==> config.mk <==
export PLATFORM = sky130hd
export DESIGN_NAME = fir_tap_cell
export DESIGN_NICKNAME = d
export VERILOG_FILES = /design/src/fir_pkg.sv /design/src/fir_tap_cell.sv
export SDC_FILE = /design/constraint.sdc
export NUM_CORES = 1
export LEC_CHECK = 0
export BUFFER_PORTS_ARGS = -buffer_cell sky130_fd_sc_hd__buf_4
export CAP_MARGIN = 20
export CORE_UTILIZATION = 65
export DETAILED_ROUTE_END_ITERATION = 6
export HOLD_SLACK_MARGIN = 0.15
export PLACE_DENSITY = 0.85
export SYNTH_ARGS = -nofsm -noshare
export SYNTH_HDL_FRONTEND = slang
export SYNTH_SLANG_ARGS = --single-unit
==> constraint.sdc <==
create_clock -name clk_i -period 1.95 [get_ports clk_i]
set_clock_uncertainty 0.05 [all_clocks]
set_input_delay 0.0975 -clock clk_i [delete_from_list [all_inputs] [get_ports clk_i]]
set_output_delay 0.0975 -clock clk_i [all_outputs]
set_load 0.02 [all_outputs]
==> src/fir_pkg.sv <==
package fir_pkg;

  // Filter geometry.
  localparam int NUM_TAPS   = 8;
  localparam int SAMPLE_W   = 16;
  localparam int COEF_W     = 16;
  localparam int COEF_FRAC  = 14;
  localparam int PROD_W     = SAMPLE_W + COEF_W;
  localparam int SUM_W      = PROD_W + $clog2(NUM_TAPS);
  localparam int OUT_W      = 21;
  localparam int TAP_CNT_W  = 4;
  localparam int TAP_IDX_W  = $clog2(NUM_TAPS);

  // Configuration port.
  localparam int CFG_IDX_W  = 2;
  localparam int CFG_DATA_W = 64;
  localparam int COEF_PER_REG = CFG_DATA_W / COEF_W;

  typedef enum logic [CFG_IDX_W-1:0] {
    CFG_COEF_LOW  = 2'd0,
    CFG_COEF_HIGH = 2'd1,
    CFG_TAP_COUNT = 2'd2
  } cfg_reg_e;

  typedef enum logic {
    OP_FILTER = 1'b0,
    OP_CLEAR  = 1'b1
  } op_e;

  typedef logic signed [SAMPLE_W-1:0] sample_t;
  typedef logic signed [COEF_W-1:0]   coef_t;
  typedef logic signed [PROD_W-1:0]   prod_t;
  typedef logic signed [SUM_W-1:0]    sum_t;

  // Controls broadcast to every tap cell.
  typedef struct packed {
    logic shift;    // a filter word was accepted, history moves one cell
    logic clear;    // a clear word was accepted, history goes to zero
    logic advance;  // the pipeline moves this cycle
  } cell_ctrl_t;

endpackage

==> src/fir_tap_cell.sv <==
module fir_tap_cell
  import fir_pkg::*;
(
  input  logic       clk_i,
  input  logic       rst_ni,
  input  cell_ctrl_t ctrl_i,
  input  sample_t    sample_i,
  input  coef_t      coef_i,
  input  logic       tap_on_i,
  output sample_t    sample_o,
  output prod_t      product_o
);

  sample_t sample_q, sample_d;
  prod_t   product_q;
  prod_t   mult;

  // The product uses the sample this cell holds once the shift is done.
  assign mult = prod_t'(coef_i) * prod_t'(sample_i);

  always_comb begin
    sample_d = sample_q;
    if (ctrl_i.clear) begin
      sample_d = '0;
    end else if (ctrl_i.shift) begin
      sample_d = sample_i;
    end
  end

  always_ff @(posedge clk_i or negedge rst_ni) begin
    if (!rst_ni) begin
      sample_q <= '0;
    end else begin
      sample_q <= sample_d;
    end
  end

  always_ff @(posedge clk_i) begin
    if (ctrl_i.advance) begin
      product_q <= tap_on_i ? mult : '0;
    end
  end

  assign sample_o  = sample_q;
  assign product_o = product_q;

endmodule

======== Yosys cells after proc, flatten, opt, wreduce, memory -nomap -nowiden ========
Cells that the tools add are included.
storage, ports and cells
  ROM bits ................................ 0
  RAM bits ................................ 0
  bits of input ports ..................... 38
  output and inout port bits .............. 48
  memories kept ........................... 0
  latch bits .............................. 0
  register bits ........................... 48
operators by class
  $lt $le $gt $ge ......................... 0
  add/sub/neg operators ................... 0
  div/mod/pow operators ................... 0
  multipliers ............................. 1
  reduce and logical (&&, ||, !) cells .... 1
  shift-type cells ........................ 0
  bitwise operators ....................... 0
  eq/ne operators ......................... 0
  muxes and demuxes ....................... 2
operators by type and width
  kind                number
  $mul A16 B16 Y32    1
  $mux W16            2
  $reduce_bool A2 Y1  1

======== Depth between registers and ports, before layout ========
  word-level depth ........................ 2
  depth in mapped cells ................... 23

======== Worst setup path before layout ========
OpenSTA, ideal clock, no wires.
  path kind ............................... input to register
  start point ............................. input port coef_i[15]
  end point ............................... register product_q[31], in the netlist product_o[31], data pin
  slack ................................... -4.066 ns
  setup time .............................. 0.256 ns
  stages .................................. 20
  data arrival time ....................... 5.710 ns
  path through ............................ clkbuf_1 > nand2_1 > inv_1 > fa_1 > fa_1 > fa_1 > fa_1 > fa_1 > inv_1 > fa_1 > inv_1 > ha_1 > buf_6 > a21o_1 > a211o_1 > a2111o_1 > o21ba_1 > a221oi_2 > xnor2_1 > nor2_1
between the ends
  longest elaborated chain between the ends .. 1
ends and longest elaborated chain
  element               RTL line            text
  start, declared       fir_tap_cell.sv:8   input coef_t coef_i,
  $mul A16 B16 Y32      fir_tap_cell.sv:19  assign mult = prod_t'(coef_i) * prod_t'(sample_i);
  end signal, assigned  fir_tap_cell.sv:40  product_q <= tap_on_i ? mult : '0;
  end, declared         fir_tap_cell.sv:15  prod_t product_q;
Every way passes these cells.
A chain may end at the register's enable or synchronous reset.

======== Worst setup path in the final report ========
  start point ............................. input port sample_i[9]
  end point ............................... register product_q[27], in the netlist product_o[27], data pin
between the ends
  longest elaborated chain between the ends .. 1
ends and longest elaborated chain
  element           RTL line            text
  start, declared   fir_tap_cell.sv:7   input sample_t sample_i,
  $mul A16 B16 Y32  fir_tap_cell.sv:19
Every way passes these cells.

==> results.json <==
{
  "grtUsageMet3_pct": 35.8,
  "place_congestion": 0.956,
  "place_hpwl_mm": 25.8,
  "grt_pass1_wl_mm": 71.8,
  "dp_slack_ns": -3.83,
  "cts_buffer_depth": 2,
  "hold_ws_ns": 0.158,
  "syn_inst": 1209,
  "fmax_ghz": 0.166,
  "grtUsageTotal_pct": 55.4,
  "layout_commonest_cell": "inv_1",
  "synthMuxAreaShare_pct": 1.37,
  "cts_buffers": 5,
  "syn_area_um2": 11700,
  "grt_pass1_vias": 12600,
  "synth_top_area_cell": "fa_1",
  "die_area_um2": 18500,
  "top_usage_layer": "met2",
  "path_clk_slew_ns": 0.11,
  "grt_max_degree": 33,
  "finalWorstSetupSlack_ns": -4.07,
  "cts_sinks": 48,
  "finalCriticalPeriod_ns": 6.02,
  "worst_hold_path_type": "in2reg",
  "syn_avg_cell_area_um2": 9.64,
  "use_met2_pct": 80.8,
  "synthAdderAreaFrac_pct": 53.8,
  "die_x_um": 136,
  "yosysSeqAreaShare_pct": 11.7,
  "crit_required_ns": 1.99,
  "die_h_um": 136,
  "htree_levels": 2,
  "finish.net_count": 1853,
  "drv_cap": 0,
  "antenna_found_initial": 5,
  "end_kind": "flip-flop",
  "synth_xor_area_share_pct": 2.48,
  "ant_nets": 0,
  "status": "finished with violations",
  "synth-edff-count": 32,
  "syn_nets": 1591,
  "ys_ff_latch": 48,
  "synth_top_area_share_pct": 45.0,
  "rows": 48,
  "critPathKind": "in2reg",
  "yosys.area_share.simple_pct": 14.9,
  "synth_compound_area_share_pct": 5.03,
  "cts_tree": "done",
  "ys.flop_type": "edfxtp_1",
  "fin_crit_sh_pct": 309,
  "core_um2": 17400,
  "initial_core_util_pct": 66.9,
  "fill_cells": 603,
  "drc": 34,
  "grt_setup_unrepaired": "yes",
  "critPathMaxFanout": 12,
  "hold_viol_final": 0,
  "gr-total-overflow": 0,
  "fin_tns_setup_ns": -92.83,
  "syn_to_final_growth_pct": 35.3,
  "drt_pre_antenna_iters": 7,
  "setup_viol": 29,
  "layout-drive-gt1-share_pct": 35.1,
  "portBuffers": 85,
  "io_pins": 86,
  "startpoint_type": "primary input",
  "ys_warn_count": 0,
  "cts_root_buf": "clkbuf_16",
  "slew_headroom_pct": 49.4,
  "drtIter0Drc": 2262,
  "synth.area.top_cells": "fa_1 45%, inv_1 9.2%, ha_1 8.8%",
  "violations": "design-rule violations, negative setup slack",
  "vias_per_cell": 6.81,
  "avgRoutedWirePerCell_um": 30.2,
  "synth_top_family_by_area": "adder cells",
  "vias": 11600,
  "gr-usage-met1_pct": 50.9,
  "synthArstFlopShare_pct": 33.3,
  "most-common-layout-cells": "246 x inv_1, 237 x fa_1, 216 x buf_4",
  "slew_violations": 0,
  "arrival_ns": 6.06,
  "synth.distinct_cells": 49,
  "max_slew.worst_pin.slew_ns": 0.756,
  "wirelength_mm": 51.3,
  "insertion_delay_ns": 0.36
}
area by class of cell:
| cell class | instances | area (um^2) | share of cell area, % |
|---|---|---|---|
| Antenna cell | 2 | 5.00 | 0.0317 |
| Clock buffer | 5 | 125 | 0.793 |
| Clock inverter | 3 | 17.5 | 0.111 |
| Inverter | 286 | 1080 | 6.87 |
| Multi-Input combinational cell | 832 | 10100 | 64.2 |
| Sequential cell | 48 | 1360 | 8.63 |
| Tap cell | 225 | 282 | 1.79 |
| Timing Repair Buffer | 298 | 2770 | 17.6 |
per-stage QoR:
step | cell area (um^2) | util (%) | cells
2_1_floorplan | 12400 | - | 1209
3_3_place_gp | 14100 | 80.8 | 1634
3_5_place_dp | 14100 | 80.8 | 1634
4_1_cts | 15400 | 88.2 | 1686
5_1_grt | 15800 | 90.5 | 1698
6_report | 15800 | 90.5 | 1699
worst max-delay path: stages:
cell        delay (ns)
buf_8             0.15
buf_4             0.18
nand2_1           0.25
fa_1              0.60
inv_1             0.18
fa_1              0.25
clkinvlp_4        0.26
fa_1              0.58
inv_1             0.06
fa_1              0.44
fa_1              0.53
inv_1             0.08
fa_1              0.55
inv_2             0.06
ha_4              0.28
a21oi_2           0.19
o21ai_2           0.11
a2111o_1          0.42
buf_4             0.15
o21a_1            0.22
a31oi_2           0.17
xor2_1            0.17
nor2_1            0.05
state kept, by name, indices dropped and copies added (netlist names):
signal and cells:
sample_o 16, product_o 32
synthesized netlist by cell type, types with 7 or more instances:
cell type and n:
a21o_1 11, a21oi_1 20, and2_1 126, clkbuf_1 39, dfrtp_1 16, edfxtp_1 32, fa_1 262, ha_1 82
inv_1 285, mux2i_1 16, nand2_1 130, nand2b_1 8, nor2_1 62, nor3_1 7, o21ai_0 12, xnor2_1 25
xor2_1 8
kinds of logic after synthesis:
group | after synthesis
adder cells (fa/ha/maj) | 344
buffers and inverters | 329
AND/OR/NAND/NOR | 356
XOR/XNOR | 33
flip-flops | 48
multiplexers | 16
AO/OA/AOI/OAI | 83
worst paths after layout:
check                              from       endpoint  slack, ns  cells past startpoint
min in group asynchronous        rst_ni   sample_o[13]       0.92                      3
setup reg to reg           sample_o[11]   sample_o[11]       1.06                      2
setup / recovery            sample_i[9]  product_o[27]      -4.07                     23
hold / removal                ctrl_i[0]  product_o[14]       0.16                      1
hold reg to reg             sample_o[1]    sample_o[1]       0.50                      2
max in group asynchronous        rst_ni    sample_o[1]       0.44                      3
repair_timing:
item / 4_1_cts / 5_1_grt
endpoints found under the setup margin: 29 / 29
hold buffers: 7 / 0
pin swaps: 104 / 66
resized for setup: 188 / 75
gates cloned: 2 / 1
buffers inserted: 35 / 11
endpoints found under the hold margin: 33 / 0
routing by layer:
| metal | wire [um] | part of all wire [%] |
|---|---|---|
| met1 | 14000 | 27 |
| met2 | 22000 | 43 |
| met3 | 8360 | 16 |
| met4 | 6950 | 14 |
| met5 | 70 | 0.14 |
Power is not shown: default switching activity piles up to over one toggle a cycle in this logic, so the estimate is an artifact.
