### src/fir_pkg.sv
package fir_pkg;

  // Filter geometry.
  localparam int NUM_TAPS   = 8;
  localparam int SAMPLE_W   = 16;
  localparam int COEF_W     = 16;
  localparam int COEF_FRAC  = 14;
  localparam int PROD_W     = SAMPLE_W + COEF_W;
  localparam int SUM_W      = PROD_W + $clog2(NUM_TAPS);
  localparam int OUT_W      = 21;
  localparam int TAP_CNT_W  = 4;
  localparam int TAP_IDX_W  = $clog2(NUM_TAPS);

  // Configuration port.
  localparam int CFG_IDX_W  = 2;
  localparam int CFG_DATA_W = 64;
  localparam int COEF_PER_REG = CFG_DATA_W / COEF_W;

  typedef enum logic [CFG_IDX_W-1:0] {
    CFG_COEF_LOW  = 2'd0,
    CFG_COEF_HIGH = 2'd1,
    CFG_TAP_COUNT = 2'd2
  } cfg_reg_e;

  typedef enum logic {
    OP_FILTER = 1'b0,
    OP_CLEAR  = 1'b1
  } op_e;

  typedef logic signed [SAMPLE_W-1:0] sample_t;
  typedef logic signed [COEF_W-1:0]   coef_t;
  typedef logic signed [PROD_W-1:0]   prod_t;
  typedef logic signed [SUM_W-1:0]    sum_t;

  // Controls broadcast to every tap cell.
  typedef struct packed {
    logic shift;    // a filter word was accepted, history moves one cell
    logic clear;    // a clear word was accepted, history goes to zero
    logic advance;  // the pipeline moves this cycle
  } cell_ctrl_t;

endpackage

### src/fir_adder_tree.sv
module fir_adder_tree
  import fir_pkg::*;
(
  input  logic  clk_i,
  input  logic  rst_ni,
  input  logic  advance_i,
  input  logic  valid_i,
  input  prod_t product_i [NUM_TAPS],
  output logic  valid_o,
  output sum_t  sum_o
);

  localparam int L1_N = NUM_TAPS / 2;
  localparam int L2_N = NUM_TAPS / 4;
  localparam int L1_W = PROD_W + 1;
  localparam int L2_W = PROD_W + 2;

  logic signed [L1_W-1:0] l1_q [L1_N];
  logic signed [L2_W-1:0] l2_q [L2_N];
  sum_t                   sum_q;
  logic                   v1_q, v2_q, v3_q, v4_q;

  // One valid flag per register stage: products, two tree levels, final sum.
  always_ff @(posedge clk_i or negedge rst_ni) begin
    if (!rst_ni) begin
      v1_q <= 1'b0;
      v2_q <= 1'b0;
      v3_q <= 1'b0;
      v4_q <= 1'b0;
    end else if (advance_i) begin
      v1_q <= valid_i;
      v2_q <= v1_q;
      v3_q <= v2_q;
      v4_q <= v3_q;
    end
  end

  always_ff @(posedge clk_i) begin
    if (advance_i) begin
      for (int i = 0; i < L1_N; i++) begin
        l1_q[i] <= L1_W'(product_i[2*i]) + L1_W'(product_i[2*i+1]);
      end
      for (int i = 0; i < L2_N; i++) begin
        l2_q[i] <= L2_W'(l1_q[2*i]) + L2_W'(l1_q[2*i+1]);
      end
      sum_q <= SUM_W'(l2_q[0]) + SUM_W'(l2_q[1]);
    end
  end

  assign valid_o = v4_q;
  assign sum_o   = sum_q;

endmodule
### config.mk
export PLATFORM = sky130hd
export DESIGN_NAME = fir_adder_tree
export DESIGN_NICKNAME = d
export VERILOG_FILES = /design/src/fir_pkg.sv /design/src/fir_adder_tree.sv
export SDC_FILE = /design/constraint.sdc
export NUM_CORES = 1
export LEC_CHECK = 0
export BUFFER_PORTS_ARGS = -buffer_cell sky130_fd_sc_hd__buf_4
export CAP_MARGIN = 10
export CORE_MARGIN = 1.5
export CORE_UTILIZATION = 23
export CTS_CLUSTER_SIZE = 40
export DETAILED_ROUTE_END_ITERATION = 16
export SLEW_MARGIN = 20
export SYNTH_ARGS = -nofsm -noshare
export SYNTH_HDL_FRONTEND = slang
export SYNTH_SLANG_ARGS = --single-unit
### constraint.sdc
create_clock -name clk_i -period 2.6 [get_ports clk_i]
set_input_delay 0.52 -clock clk_i [delete_from_list [all_inputs] [get_ports clk_i]]
set_output_delay 0.52 -clock clk_i [all_outputs]
set_load 0.02 [all_outputs]
## Yosys cells after proc, flatten, opt, wreduce, memory -nomap -nowiden

Memory sizes are Yosys's and may differ from the RTL's.
Cells that the tools add are included.
Widths: inputs -> output; s select.

- Bits in registers: 39
- Bits in writable memories: 200
- Word-level logic and storage cells: 16
- Memories: 2

- Add/sub/neg operators: 7
- Multiplexer cells: 2

Memory list:

| name | words | width | read ports | clocked after Yosys merged registers in | write ports | line | RTL |
|---|---|---|---|---|---|---|---|
| l1_q | 4 | 33 | 4 | 0 | 4 | fir_adder_tree.sv:18 | `logic signed [L1_W-1:0] l1_q [L1_N];` |
| l2_q | 2 | 34 | 2 | 0 | 2 | fir_adder_tree.sv:19 | `logic signed [L2_W-1:0] l2_q [L2_N];` |

Operator list:

| kind | count |
|---|---|
| $add 32x32->33 | 4 |
| $add 33x33->34 | 2 |
| $add 34x34->35 | 1 |
| $mux 1 | 2 |

## Logic depth before layout (Yosys ltp)

Gate-level depths: netlist (run 1).

- Depth after elaboration: 2
- Depth in mapped cells: 11

## Worst setup path after synthesis (run 1)

No wires, ideal clock.

- Kind: input -> register
- Start point: input port product_i[0] (netlist name)
- End point: memory l1_q[3][26] (netlist name), data pin
- Library setup time: 0.262 ns
- Arrival: 2.647 ns
- Slack: -0.308 ns
- Cell stages on the path: 10
- Cells stage by stage: ha_1 > fa_1 > a21oi_1 > o21ai_1 > a2111oi_2 > a21oi_1 > a31oi_2 > o41ai_2 > a211oi_1 > xnor2_1

RTL lines:

| item | line | RTL |
|---|---|---|
| start: declaration | fir_adder_tree.sv:8 | `input prod_t product_i [NUM_TAPS],` |
| end: declaration | fir_adder_tree.sv:18 |  |

==> results of run 1 <==
[layout make-up]
cell class,count,area share (%)
multi-input cells,1613,46.2
flip-flops and latches,239,26.3
repair buffers,648,18.2
well taps,1080,4.96
clock buffers,37,2.85
inverters,67,0.923
clock inverters,19,0.661
diodes,1,0.00919
[where the power goes]
part,leakage [nW],switching (mW),total [mW],internal (mW)
clock network,0.465,1.71,4.04,2.34
logic,8.73,6.69,12.9,6.24
registers,2.35,0.525,6.42,5.90
total,11.5,8.92,23.4,14.5
[logic make-up (layout without fill, tap and decap cells)]
family                   after synthesis  after routing
AO/OA/AOI/OAI                        672            672
XOR/XNOR                             194            194
adder cells (fa/ha/maj)              235            235
buffers and inverters                127            771
flip-flops                           239            239
multiplexers                           6              6
other                                  0              1
AND/OR/NAND/NOR                      506            506
[through the flow]
step / utilization, % / setup slack [ns] / TNS [ns] / cell area [µm²] / total power, mW
2_1_floorplan: - / -0.106 / -0.268 / 19600 / 13.3
3_3_place_gp: 30.6 / -0.504 / -24.49 / 25500 / 18.5
3_5_place_dp: 30.6 / -0.455 / -24.73 / 25500 / 18.6
4_1_cts: 32.1 / -0.253 / -1.86 / 26900 / 23.3
5_1_grt: 32.6 / -0.373 / -5.00 / 27200 / 25.1
6_report: 32.6 / -0.231 / -2.01 / 27200 / 23.4
[cells in the mapped netlist, drive strengths merged, types with 11 or more instances]
cell type	n
edfxtp	235
ha	228
a21oi	221
xnor2	134
nand2	129
nor2	121
o21ai	102
a21o	100
inv	67
xor2	60
clkbuf	54
nand3	52
o21bai	39
nand4	37
o21a	33
nor3	32
a31oi	30
a211oi	27
nand2b	27
nor2b	22
and3	21
o211ai	18
or3	14
and2	13
a21boi	11
a41oi	11
[layer usage]
metal,track usage (%),share of wire [%],vias to the layer above
met1,16.4,44,7932
met2,24.3,51,306
met4,2.28,1.6,0
met3,1.60,3.6,59
met5,0,0,-
li1,-,-,8763
[registers in the layout, indices dropped and copies added (netlist names)]
register	cells
l1_q	132
l2_q	68
v3_q	1
v2_q	1
valid_o	1
sum_o	35
v1_q	1
[what timing repair did]
action	CTS	global route
pin swaps	48	58
hold endpoints to repair	4	0
hold buffers	1	0
endpoints found under the setup margin	39	50
resized for setup	56	66
gates cloned	0	0
setup buffers	14	5
[final timing paths]
path,start,endpoint,slack (ns),cells after the start
setup reg to reg,l2_q[0][34],sum_o[32],-0.23,12
setup / recovery,l2_q[0][34],sum_o[32],-0.23,12
hold reg to reg,v1_q,v2_q,0.50,1
max in group asynchronous,rst_ni,v3_q,2.23,2
hold / removal,valid_i,v1_q,0.17,2
min in group asynchronous,rst_ni,valid_o,0.27,2
==> parameters.txt, run 1 <==
Parameter                              Value

Run status
  Failing checks    setup timing
  Outcome    complete, but fails checks

Logic synthesis
  Compound-cell area share of the yosys netlist    ~23%
  Instance count of the mapped netlist    1979
  Synthesized area divided by synthesized cell count    9.80 µm²
  Unique cell type count in the Yosys netlist    85
  Dominant combinational cell family by area after synthesis    compound AO/OA/AOI/OAI gates
  Area share of fa/ha/maj cells after synthesis    approximately 15%
  Share of the synthesized area in the top cell type    36.4%
  Synth warnings    0
  Fraction of the yosys area taken by sequential cells    36.9%
  Synthesis-stage register bit count    239
  Post-synthesis mux area share    less than 1%
  Post-synth ARST share    1.67%
  Number of synthesized flops with an enable pin    235
  Synth area leaders    edfxtp_1 36%, ha_1 15%, xnor2_1 6.0%
  Yosys top cell by area    edfxtp_1
  Xor/xnor cell area share of the yosys netlist    between 8 and 9%
  Syn_nets    2474
  Cell Area, Synth    0.0194 mm²
  Post-Synth Simple-Gate Area    about 13%
  Prevailing post-synth register cell    edfxtp_1

Floorplanning
  Die area    0.0861 mm²
  Effective utilization at floorplan    a little under a quarter
  DIE HEIGHT    approximately 300 µm
  Die Wd    about 290 µm
  Boundary pin count    296
  Floorplan Core Area    0.0836 mm²
  Total number of placement rows    106

Global route
  Global-route usage over all layers    around an eighth
  Antenna violations before repair    3
  GRT Residual Overflow    0
  Vias in the first global route    16.7k
  Pin count of the biggest net entering global routing    60
  Wire length of the first global-routing pass    roughly 90 mm

Routing
  Avg Vias per Cell    4.61
  Detail Route Antenna Nets    0
  Drc violations    0
  Count of TritonRoute iterations in the first routing pass    5
  Number of vias in the routed layout    17.1k
  Average wire per standard cell    15.8 µm
  Total Routed Length    58.7 mm
  DR iter-0 viols    between 900 and 1k

STA
  Final Max Slew Viols    0
  Setup repair after global routing missed its margin    true
  Post-route fraction of the period consumed by the critical path    109%
  Minimum setup slack in the final design    -0.231 ns
  Hold Vio Cnt, Final    0
  Slew at the pin closest to its max-slew limit    0.596 ns
  Setup violators final    16
  Final critical-path required period    2.83 ns
  Slew Limit Headroom    around three fifths
  FMAX    between 0.3 and 0.4 GHz
  Worst Hold Slack    around 0.17 ns
  Clk_skew    about 0.031 ns

Final layout
  Synthesis-to-layout area growth    40.4%
  Count of fill cells added during filler insertion    8627
  Multi-input logic area    about 0.013 mm²
  Total number of nets in the final design    around 3.1k
  Most common library cell in the layout ignoring fill and taps    buf_4
  Area taken by flip-flops and latches    roughly 0.007 mm²
  Proportion of layout cells with a drive suffix above 1    between 30% and 40%
  Post-route insts no fill    3704
  Top library cells by usage in the layout, fill and taps aside    636 x buf_4, 235 x edfxtp_1, 207 x ha_1

Power
  Leakage power    about 12 nW
  Power density normalized to cell area    859 mW/mm²
  Worst supply voltage drop on vdd    about 0.5 mV

Clocking
  Inserted Clock Buffers    30
  Clock Latency Late Sink    0.59 ns
  Number of H-tree levels    1
  Clock-pin transition on the worst setup and hold timing paths    0.06 ns
  CTS tree    done
  Clock root cell    clkbuf_16
  Clock sink count    between 200 and 250
  Max Buffers Root-to-Sink    3

Setup path
  Crit-path most repeated cell    buf_4
  Startpoint type of the worst setup path    flop
  Slowest stage cell, crit path    o41a_1
  Kind of cell with the highest combined delay on the critical path    compound AO/OA/AOI/OAI gates
  Maximum cell stage delay along the critical path    0.42 ns
  Startpoint-to-endpoint class of the critical path    flop to flop
  Max FO, Critical Path    2
  Data arrival at the endpoint of the critical path    3.14 ns
  Endpoint type of the worst setup path    flop
  Buf+Inv Stages, Crit Path    3
  Required time at the endpoint of the critical path    ~2.9 ns
  Ordered cell list for the critical path    ha_2 -> inv_2 -> fa_2 -> nor2b_2 -> o31a_1 -> o41a_1 -> a211oi_2 -> buf_4 -> or3_4 -> a41oi_2 -> buf_4 -> a311o_1

Placement
  Placed Cells incl. Taps    between 3k and 4k
  IO buf count    295
  Weighted congestion at the end of routability-driven global placement    about 0.88
  Placed wire-length estimate after detailed placement    ~49 mm

Run
  Number of maximum-capacitance violations    0

Hold path
  Type of the tightest min-delay check    primary input to flop
(Power assumes the default switching activity.)
==> run 2: changes to the inputs <==
Settings changed: ABC_AREA set to 1.
==> run 2 against run 1 <==
Effect of this change: the run now ends clean; global-route usage rose by 1.2 points; critical path depth is 1 higher; power fell by 12%; largest power group unchanged.
==> parameters.txt, run 2 <==
Parameter                              Value

Run status
  Outcome    complete, no violations

Routing
  DR iter-0 viols    roughly 1.3k
  Avg Vias per Cell    4.38
  Count of TritonRoute iterations in the first routing pass    5
  Number of vias in the routed layout    22.3k
  Total Routed Length    74.7 mm
  Detail Route Antenna Nets    0
  Drc violations    0
  Average wire per standard cell    14.7 µm

Clocking
  Clock-pin transition on the worst setup and hold timing paths    0.07 ns
  Number of cells upsized or downsized after cts    0
  Number of setup buffers added after CTS    0
  Clock root cell    clkbuf_16
  Clock sink count    239
  Hold bufs inserted after CTS    1
  Inserted Clock Buffers    28
  Number of H-tree levels    1
  Clock Latency Late Sink    0.57 ns
  CTS tree    done
  Max Buffers Root-to-Sink    3

Power
  Worst supply voltage drop on vdd    0.501 mV
  Power density normalized to cell area    738 mW/mm²
  Leakage power    14.3 nW

STA
  Final critical-path required period    2.28 ns
  Slew at the pin closest to its max-slew limit    about 0.47 ns
  Post-route fraction of the period consumed by the critical path    87.6%
  Final Max Slew Viols    0
  Setup repair after global routing missed its margin    false
  Slew Limit Headroom    68.1%
  Final-layout setup total negative slack    0 ns
  Worst Hold Slack    between 0.15 and 0.2 ns
  Setup violators final    0
  Clk_skew    approximately 0.017 ns
  FMAX    approximately 0.44 GHz
  Hold Vio Cnt, Final    0

Placement
  IO buf count    295
  Placed inst area    between 0.02 and 0.03 mm²
  Weighted congestion at the end of routability-driven global placement    just over 0.9
  Placed wire-length estimate after detailed placement    65.4 mm

Final layout
  Number of flip-flops under the largest register name    approximately 130
  Post-layout instance area    0.0280 mm²
  Register bank with the most flops    l1_q
  Total number of nets in the final design    4262
  Top library cells by usage in the layout, fill and taps aside    1166 x nand2_1, 563 x inv_1, 359 x nor2_1
  Number of diodes    0
  Most common library cell in the layout ignoring fill and taps    nand2_1
  Synthesis-to-layout area growth    21.3%
  Proportion of layout cells with a drive suffix above 1    11.2%

Setup path
  Worst setup path startpoint    l1_q[3][0]
  Slowest stage cell, crit path    fa_1
  Reg2reg end    l2_q[0][60]
  Endpoint of the worst setup timing path    l2_q[0][60]
  Crit-path most repeated cell    nand2_1
  Ordered cell list for the critical path    ha_1 -> inv_1 -> fa_1 -> inv_1 -> nand3_1 -> nand2_2 -> nand3_1 -> nand2_1 -> nand2_1 -> nand2_1 -> nand2_1 -> nand3_1 -> nand2_1
  Buf+Inv Stages, Crit Path    2
  Reg-to-reg startpoint    l1_q[3][0]
  Endpoint type of the worst setup path    flop
  Startpoint type of the worst setup path    flop
  Max FO, Critical Path    4
  Required time at the endpoint of the critical path    2.90 ns
  Startpoint-to-endpoint class of the critical path    flop to flop
  R2r worst-path depth    13
  Data arrival at the endpoint of the critical path    2.57 ns
  Kind of cell with the highest combined delay on the critical path    simple AND/OR/NAND/NOR gates
  Total stage count of the critical path    13
  Maximum cell stage delay along the critical path    0.39 ns
  Minimum setup slack among reg-to-reg paths    0.32 ns

Global route
  Pin count of the biggest net entering global routing    74
  GRT Residual Overflow    0
  Global-route usage over all layers    around 14%
  Wire length of the first global-routing pass    roughly 120 mm
  Vias in the first global route    ~22k
  Antenna violations before repair    2

Logic synthesis
  Count leader, synth    nand2_1
  Unique cell type count in the Yosys netlist    26
  Synthesis-stage register bit count    239
  Synth area leaders    edfxtp_1 31%, nand2_1 19%, ha_1 12%
  Syn_nets    about 4k
  Yosys top cell by area    edfxtp_1
  Synthesized area divided by synthesized cell count    6.73 µm²
  Instance count of the mapped netlist    3434
  Most instantiated cells after synthesis    1166 x nand2_1, 563 x inv_1, 359 x nor2_1
  Prevailing post-synth register cell    edfxtp_1
  Share of the synthesized area in the top cell type    30.5%
  Post-synth ARST share    1.67%
  Cell Area, Synth    around 0.023 mm²
  Number of synthesized flops with an enable pin    about 240
  Synth warnings    0
  Fraction of the yosys area taken by sequential cells    31.0%

Hold path
  Type of the tightest min-delay check    primary input to flop
  Start point of the worst hold path    valid_i

Floorplanning
  Die area    roughly 0.10 mm²
  Effective utilization at floorplan    23.1%
  Floorplan Core Area    around 0.1 mm²
  DIE HEIGHT    about 320 µm
  Die Wd    320 µm
  Boundary pin count    approximately 300
  Total number of placement rows    approximately 120

Run
  Number of maximum-capacitance violations    0
==> run 2: stage by stage <==
| step | total power [mW] | std cells | utilization [%] | setup slack, ns |
|---|---|---|---|---|
| after global routing | 22.4 | 5087 | 28.1 | 0.117 |
| after CTS | 21.0 | 5087 | 28.1 | 0.312 |
| after floorplan | 12.9 | 3434 | - | 0.523 |
| after global placement | 16.6 | 5034 | 27.1 | 0.141 |
| after detailed placement | 16.7 | 5034 | 27.1 | 0.124 |
| final | 20.7 | 5087 | 28.1 | 0.323 |
==> run 2: worst min-delay path, cell delays in order <==
cell and delay, ns:
buf_4 0.07, nand2_1 0.03, o21ai_0 0.05
==> run 2: cell families (layout without fill, tap and decap cells) <==
group,count (synthesis),in the layout,share of synthesized area (%)
buffers and inverters,563,918,9.15
AOI/OAI and AO/OA,433,433,10.0
and+or+nand+nor,1855,1855,32.8
xor gates and xnor gates,109,109,4.13
adders and majority gates,235,235,13.0
DFF,239,239,31.0
==> run 2: power by group <==
part / total (mW) / internal, mW / switching, mW / leakage, nW
Clock: 4.20 / 2.49 / 1.71 / 0.483
Sequential: 6.25 / 5.72 / 0.526 / 2.35
Combinational: 10.3 / 3.55 / 6.70 / 11.5
Total: 20.7 / 11.8 / 8.93 / 14.3
==> run 2: how the worst min path moves through the flow <==
stage              end  slack (ns)  depth (start not counted)
3_5_place_dp   valid_o        0.32                          1
5_1_grt           v1_q        0.15                          3
2_1_floorplan     v1_q        0.22                          0
6_report          v1_q        0.15                          3
4_1_cts           v1_q        0.12                          3
3_3_place_gp   valid_o        0.32                          1
==> run 2: metal layers <==
layer / track usage (%) / wire length, µm / up-vias
met5: 0 / 0 / -
met4: 3.76 / 1700 / 0
met1: 18.8 / 34300 / 9991
li1: - / - / 11700
met2: 25.5 / 35800 / 468
met3: 0.906 / 2850 / 95
==> run 2: cell type report <==
type / count / area (µm²)
fill: 11000 / 71800
sequential: 239 / 7160
tap: 1298 / 1620
multi-input combinational: 2632 / 13800
clock buffer: 30 / 708
inverter: 563 / 2110
clock inverter: 22 / 270
timing repair buffer: 303 / 2320
==> run 3: changes to the inputs <==
Settings changed: ABC_AREA 1 to not set, CORE_UTILIZATION 23 to 35, CTS_CLUSTER_SIZE 40 to 14.
==> run 3 against run 2 <==
Effect of this change: the flow now finishes with violations (setup timing); combinational power up 21%; power is 13% higher; register-to-register slack got worse by 0.53 ns; sequential power grew 3%; first-iteration DRC count decreased by 40%; maximum frequency is 19% lower; sequential share of layout area is 1.0 points higher; via count decreased by 22%; clock power increased by 7.1%; clock skew increased by 0.0069 ns; non-clock buffer count is 332 higher; critical path type unchanged; largest power group unchanged.
==> parameters.txt, run 3 (synthesis gave the netlist of run 1 again) <==
Parameter                              Value

Run status
  Outcome    complete, but fails checks
  Failing checks    setup timing

Routing
  Wire length on met2    28.2 mm
  Detail Route Antenna Nets    0
  Total Routed Length    around 57 mm
  Highest metal layer with signal wires    met4
  Count of TritonRoute iterations in the first routing pass    5
  DR iter-0 viols    785
  Sum of routed wire segments on met1    25.4 mm
  Average wire per standard cell    ~17 µm
  Number of vias in the routed layout    between 15k and 20k
  Drc violations    0
  Routed met3 length    2.04 mm
  Avg Vias per Cell    5.19

Setup path
  Startpoint type of the worst setup path    flop
  Crit-path most repeated cell    buf_4
  Ordered cell list for the critical path    ha_2 -> inv_2 -> fa_2 -> nor2b_2 -> o31a_1 -> o41a_1 -> a211oi_2 -> buf_4 -> or3_4 -> a41oi_2 -> buf_4 -> a311o_1
  Minimum setup slack among reg-to-reg paths    -0.21 ns
  Endpoint type of the worst setup path    flop
  Buf+Inv Stages, Crit Path    3
  Total stage count of the critical path    12
  Max FO, Critical Path    3
  Maximum cell stage delay along the critical path    roughly 0.42 ns
  R2r worst-path depth    12
  Kind of cell with the highest combined delay on the critical path    compound AO/OA/AOI/OAI gates
  Slowest stage cell, crit path    o41a_1
  Required time at the endpoint of the critical path    2.92 ns
  Reg-to-reg startpoint    l2_q[0][0]
  Endpoint of the worst setup timing path    sum_o[32]
  Data arrival at the endpoint of the critical path    approximately 3.1 ns
  Worst setup path startpoint    l2_q[0][0]
  Startpoint-to-endpoint class of the critical path    flop to flop
  Reg2reg end    sum_o[32]

Global route
  Global-route usage over all layers    19.5%
  Wire length of the first global-routing pass    89.2 mm
  Vias in the first global route    17.2k
  Antenna violations before repair    0
  Pin count of the biggest net entering global routing    87
  GRT Residual Overflow    0

STA
  Setup repair after global routing missed its margin    true
  Slew Limit Headroom    59.7%
  FMAX    0.356 GHz
  Clk_skew    0.0239 ns
  Slew at the pin closest to its max-slew limit    between 0.6 and 0.7 ns
  Worst Hold Slack    0.208 ns
  Final critical-path required period    2.81 ns
  Hold Vio Cnt, Final    0
  Setup violators final    16
  Post-route fraction of the period consumed by the critical path    108%
  Final Max Slew Viols    0
  Minimum setup slack in the final design    -0.211 ns

Final layout
  Top library cells by usage in the layout, fill and taps aside    621 x buf_4, 235 x edfxtp_1, 199 x a21oi_1
  Number of flip-flops under the largest register name    132
  Post-layout instance area    0.0269 mm²
  Synthesis-to-layout area growth    38.9%
  Register bank with the most flops    l1_q
  Most common library cell in the layout ignoring fill and taps    buf_4
  Number of diodes    0
  Proportion of layout cells with a drive suffix above 1    32.8%
  Total number of nets in the final design    3080

Clocking
  Clock Latency Late Sink    between 0.5 and 0.6 ns
  Clock sink count    around 240
  Number of H-tree levels    1
  Max Buffers Root-to-Sink    3
  Clock-pin transition on the worst setup and hold timing paths    0.06 ns
  Inserted Clock Buffers    29
  Clock root cell    clkbuf_16
  CTS tree    done

Placement
  Placed wire-length estimate after detailed placement    46.5 mm
  Weighted congestion at the end of routability-driven global placement    ~0.9
  Placed inst area    0.0249 mm²
  IO buf count    between 200 and 300

Floorplanning
  Effective utilization at floorplan    between 30% and 40%
  Die Wd    approximately 240 µm
  Floorplan Core Area    0.0550 mm²
  Die area    0.0569 mm²
  Total number of placement rows    86
  Boundary pin count    296
  DIE HEIGHT    about 240 µm

Power
  Leakage power    11.5 nW
  Overall power after layout    approximately 23 mW
  Worst supply voltage drop on vdd    0.645 mV
  Power density normalized to cell area    approximately 870 mW/mm²

Hold path
  Type of the tightest min-delay check    primary input to flop

Run
  Number of maximum-capacitance violations    0
run 3: changes by cell type in the layout (fill, tap and decap cells not counted), moves of 30 or more:
cell and change:
a21oi_1 -43, o21ai_0 -72, nor3_1 -30, xnor2_1 +125, inv_1 -499, ha_1 -30
a21o_1 +84, buf_4 +323, nand2_2 -49, nor2_1 -245, nand2_1 -1038, nand3_1 -103
xor2_1 -46, o21a_1 +32
run 3: worst reg2reg max path: stages, from the launching register on:
cell and delay [ns]:
edfxtp_1 0.37, ha_2 0.21, inv_2 0.06, fa_2 0.20, nor2b_2 0.05, o31a_1 0.26
o41a_1 0.42, a211oi_2 0.19, buf_4 0.15, or3_4 0.14, a41oi_2 0.11, buf_4 0.17
a311o_1 0.25
run 3: metrics by stage:
step	utilization, %	setup slack (ns)	TNS (ns)	cells
after floorplan	-	-0.106	-0.268	1979
final	49.0	-0.211	-1.69	3356
after global routing	49.0	-0.340	-4.61	3356
after CTS	48.2	-0.248	-1.70	3350
after detailed placement	45.4	-0.413	-24.86	3282
after global placement	45.4	-0.424	-21.83	3282
run 3: metal layers:
metal,global-route usage [%],vias up
li1,-,8721
met1,25.6,8208
met2,34.9,395
met3,1.74,77
met4,3.74,0
met5,0,-
run 3: final cells by class:
| class | count | area, µm² |
|---|---|---|
| repair buffers | 635 | 4860 |
| clock buffers | 35 | 748 |
| flip-flops and latches | 239 | 7160 |
| well taps | 748 | 936 |
| multi-input cells | 1613 | 12700 |
| fillers | 5027 | 28000 |
| inverters | 67 | 251 |
| clock inverters | 19 | 320 |
run 3: timing repair:
action	CTS	global route
buffers inserted	15	11
hold endpoints to repair	4	0
resized for setup	58	70
pin swaps	57	67
hold buffers	1	0
endpoints found under the setup margin	40	47
cloned	0	0
run 3: worst min-delay path by stage:
| stage | endpoint | cells after the start | startpoint |
|---|---|---|---|
| global placement | valid_o | 1 | rst_ni |
| detailed placement | v1_q | 1 | rst_ni |
| global route | v1_q | 2 | valid_i |
| CTS | v1_q | 2 | valid_i |
| finish | v1_q | 2 | valid_i |
| floorplan | v1_q | 0 | rst_ni |
run 3: power by group:
group          total [mW]  leakage, nW  switching (mW)  internal (mW)
clock                4.50        0.515            1.65           2.86
sequential           6.45         2.35           0.551           5.90
combinational        12.5         8.67            6.40           6.10
total                23.5         11.5            8.60           14.9
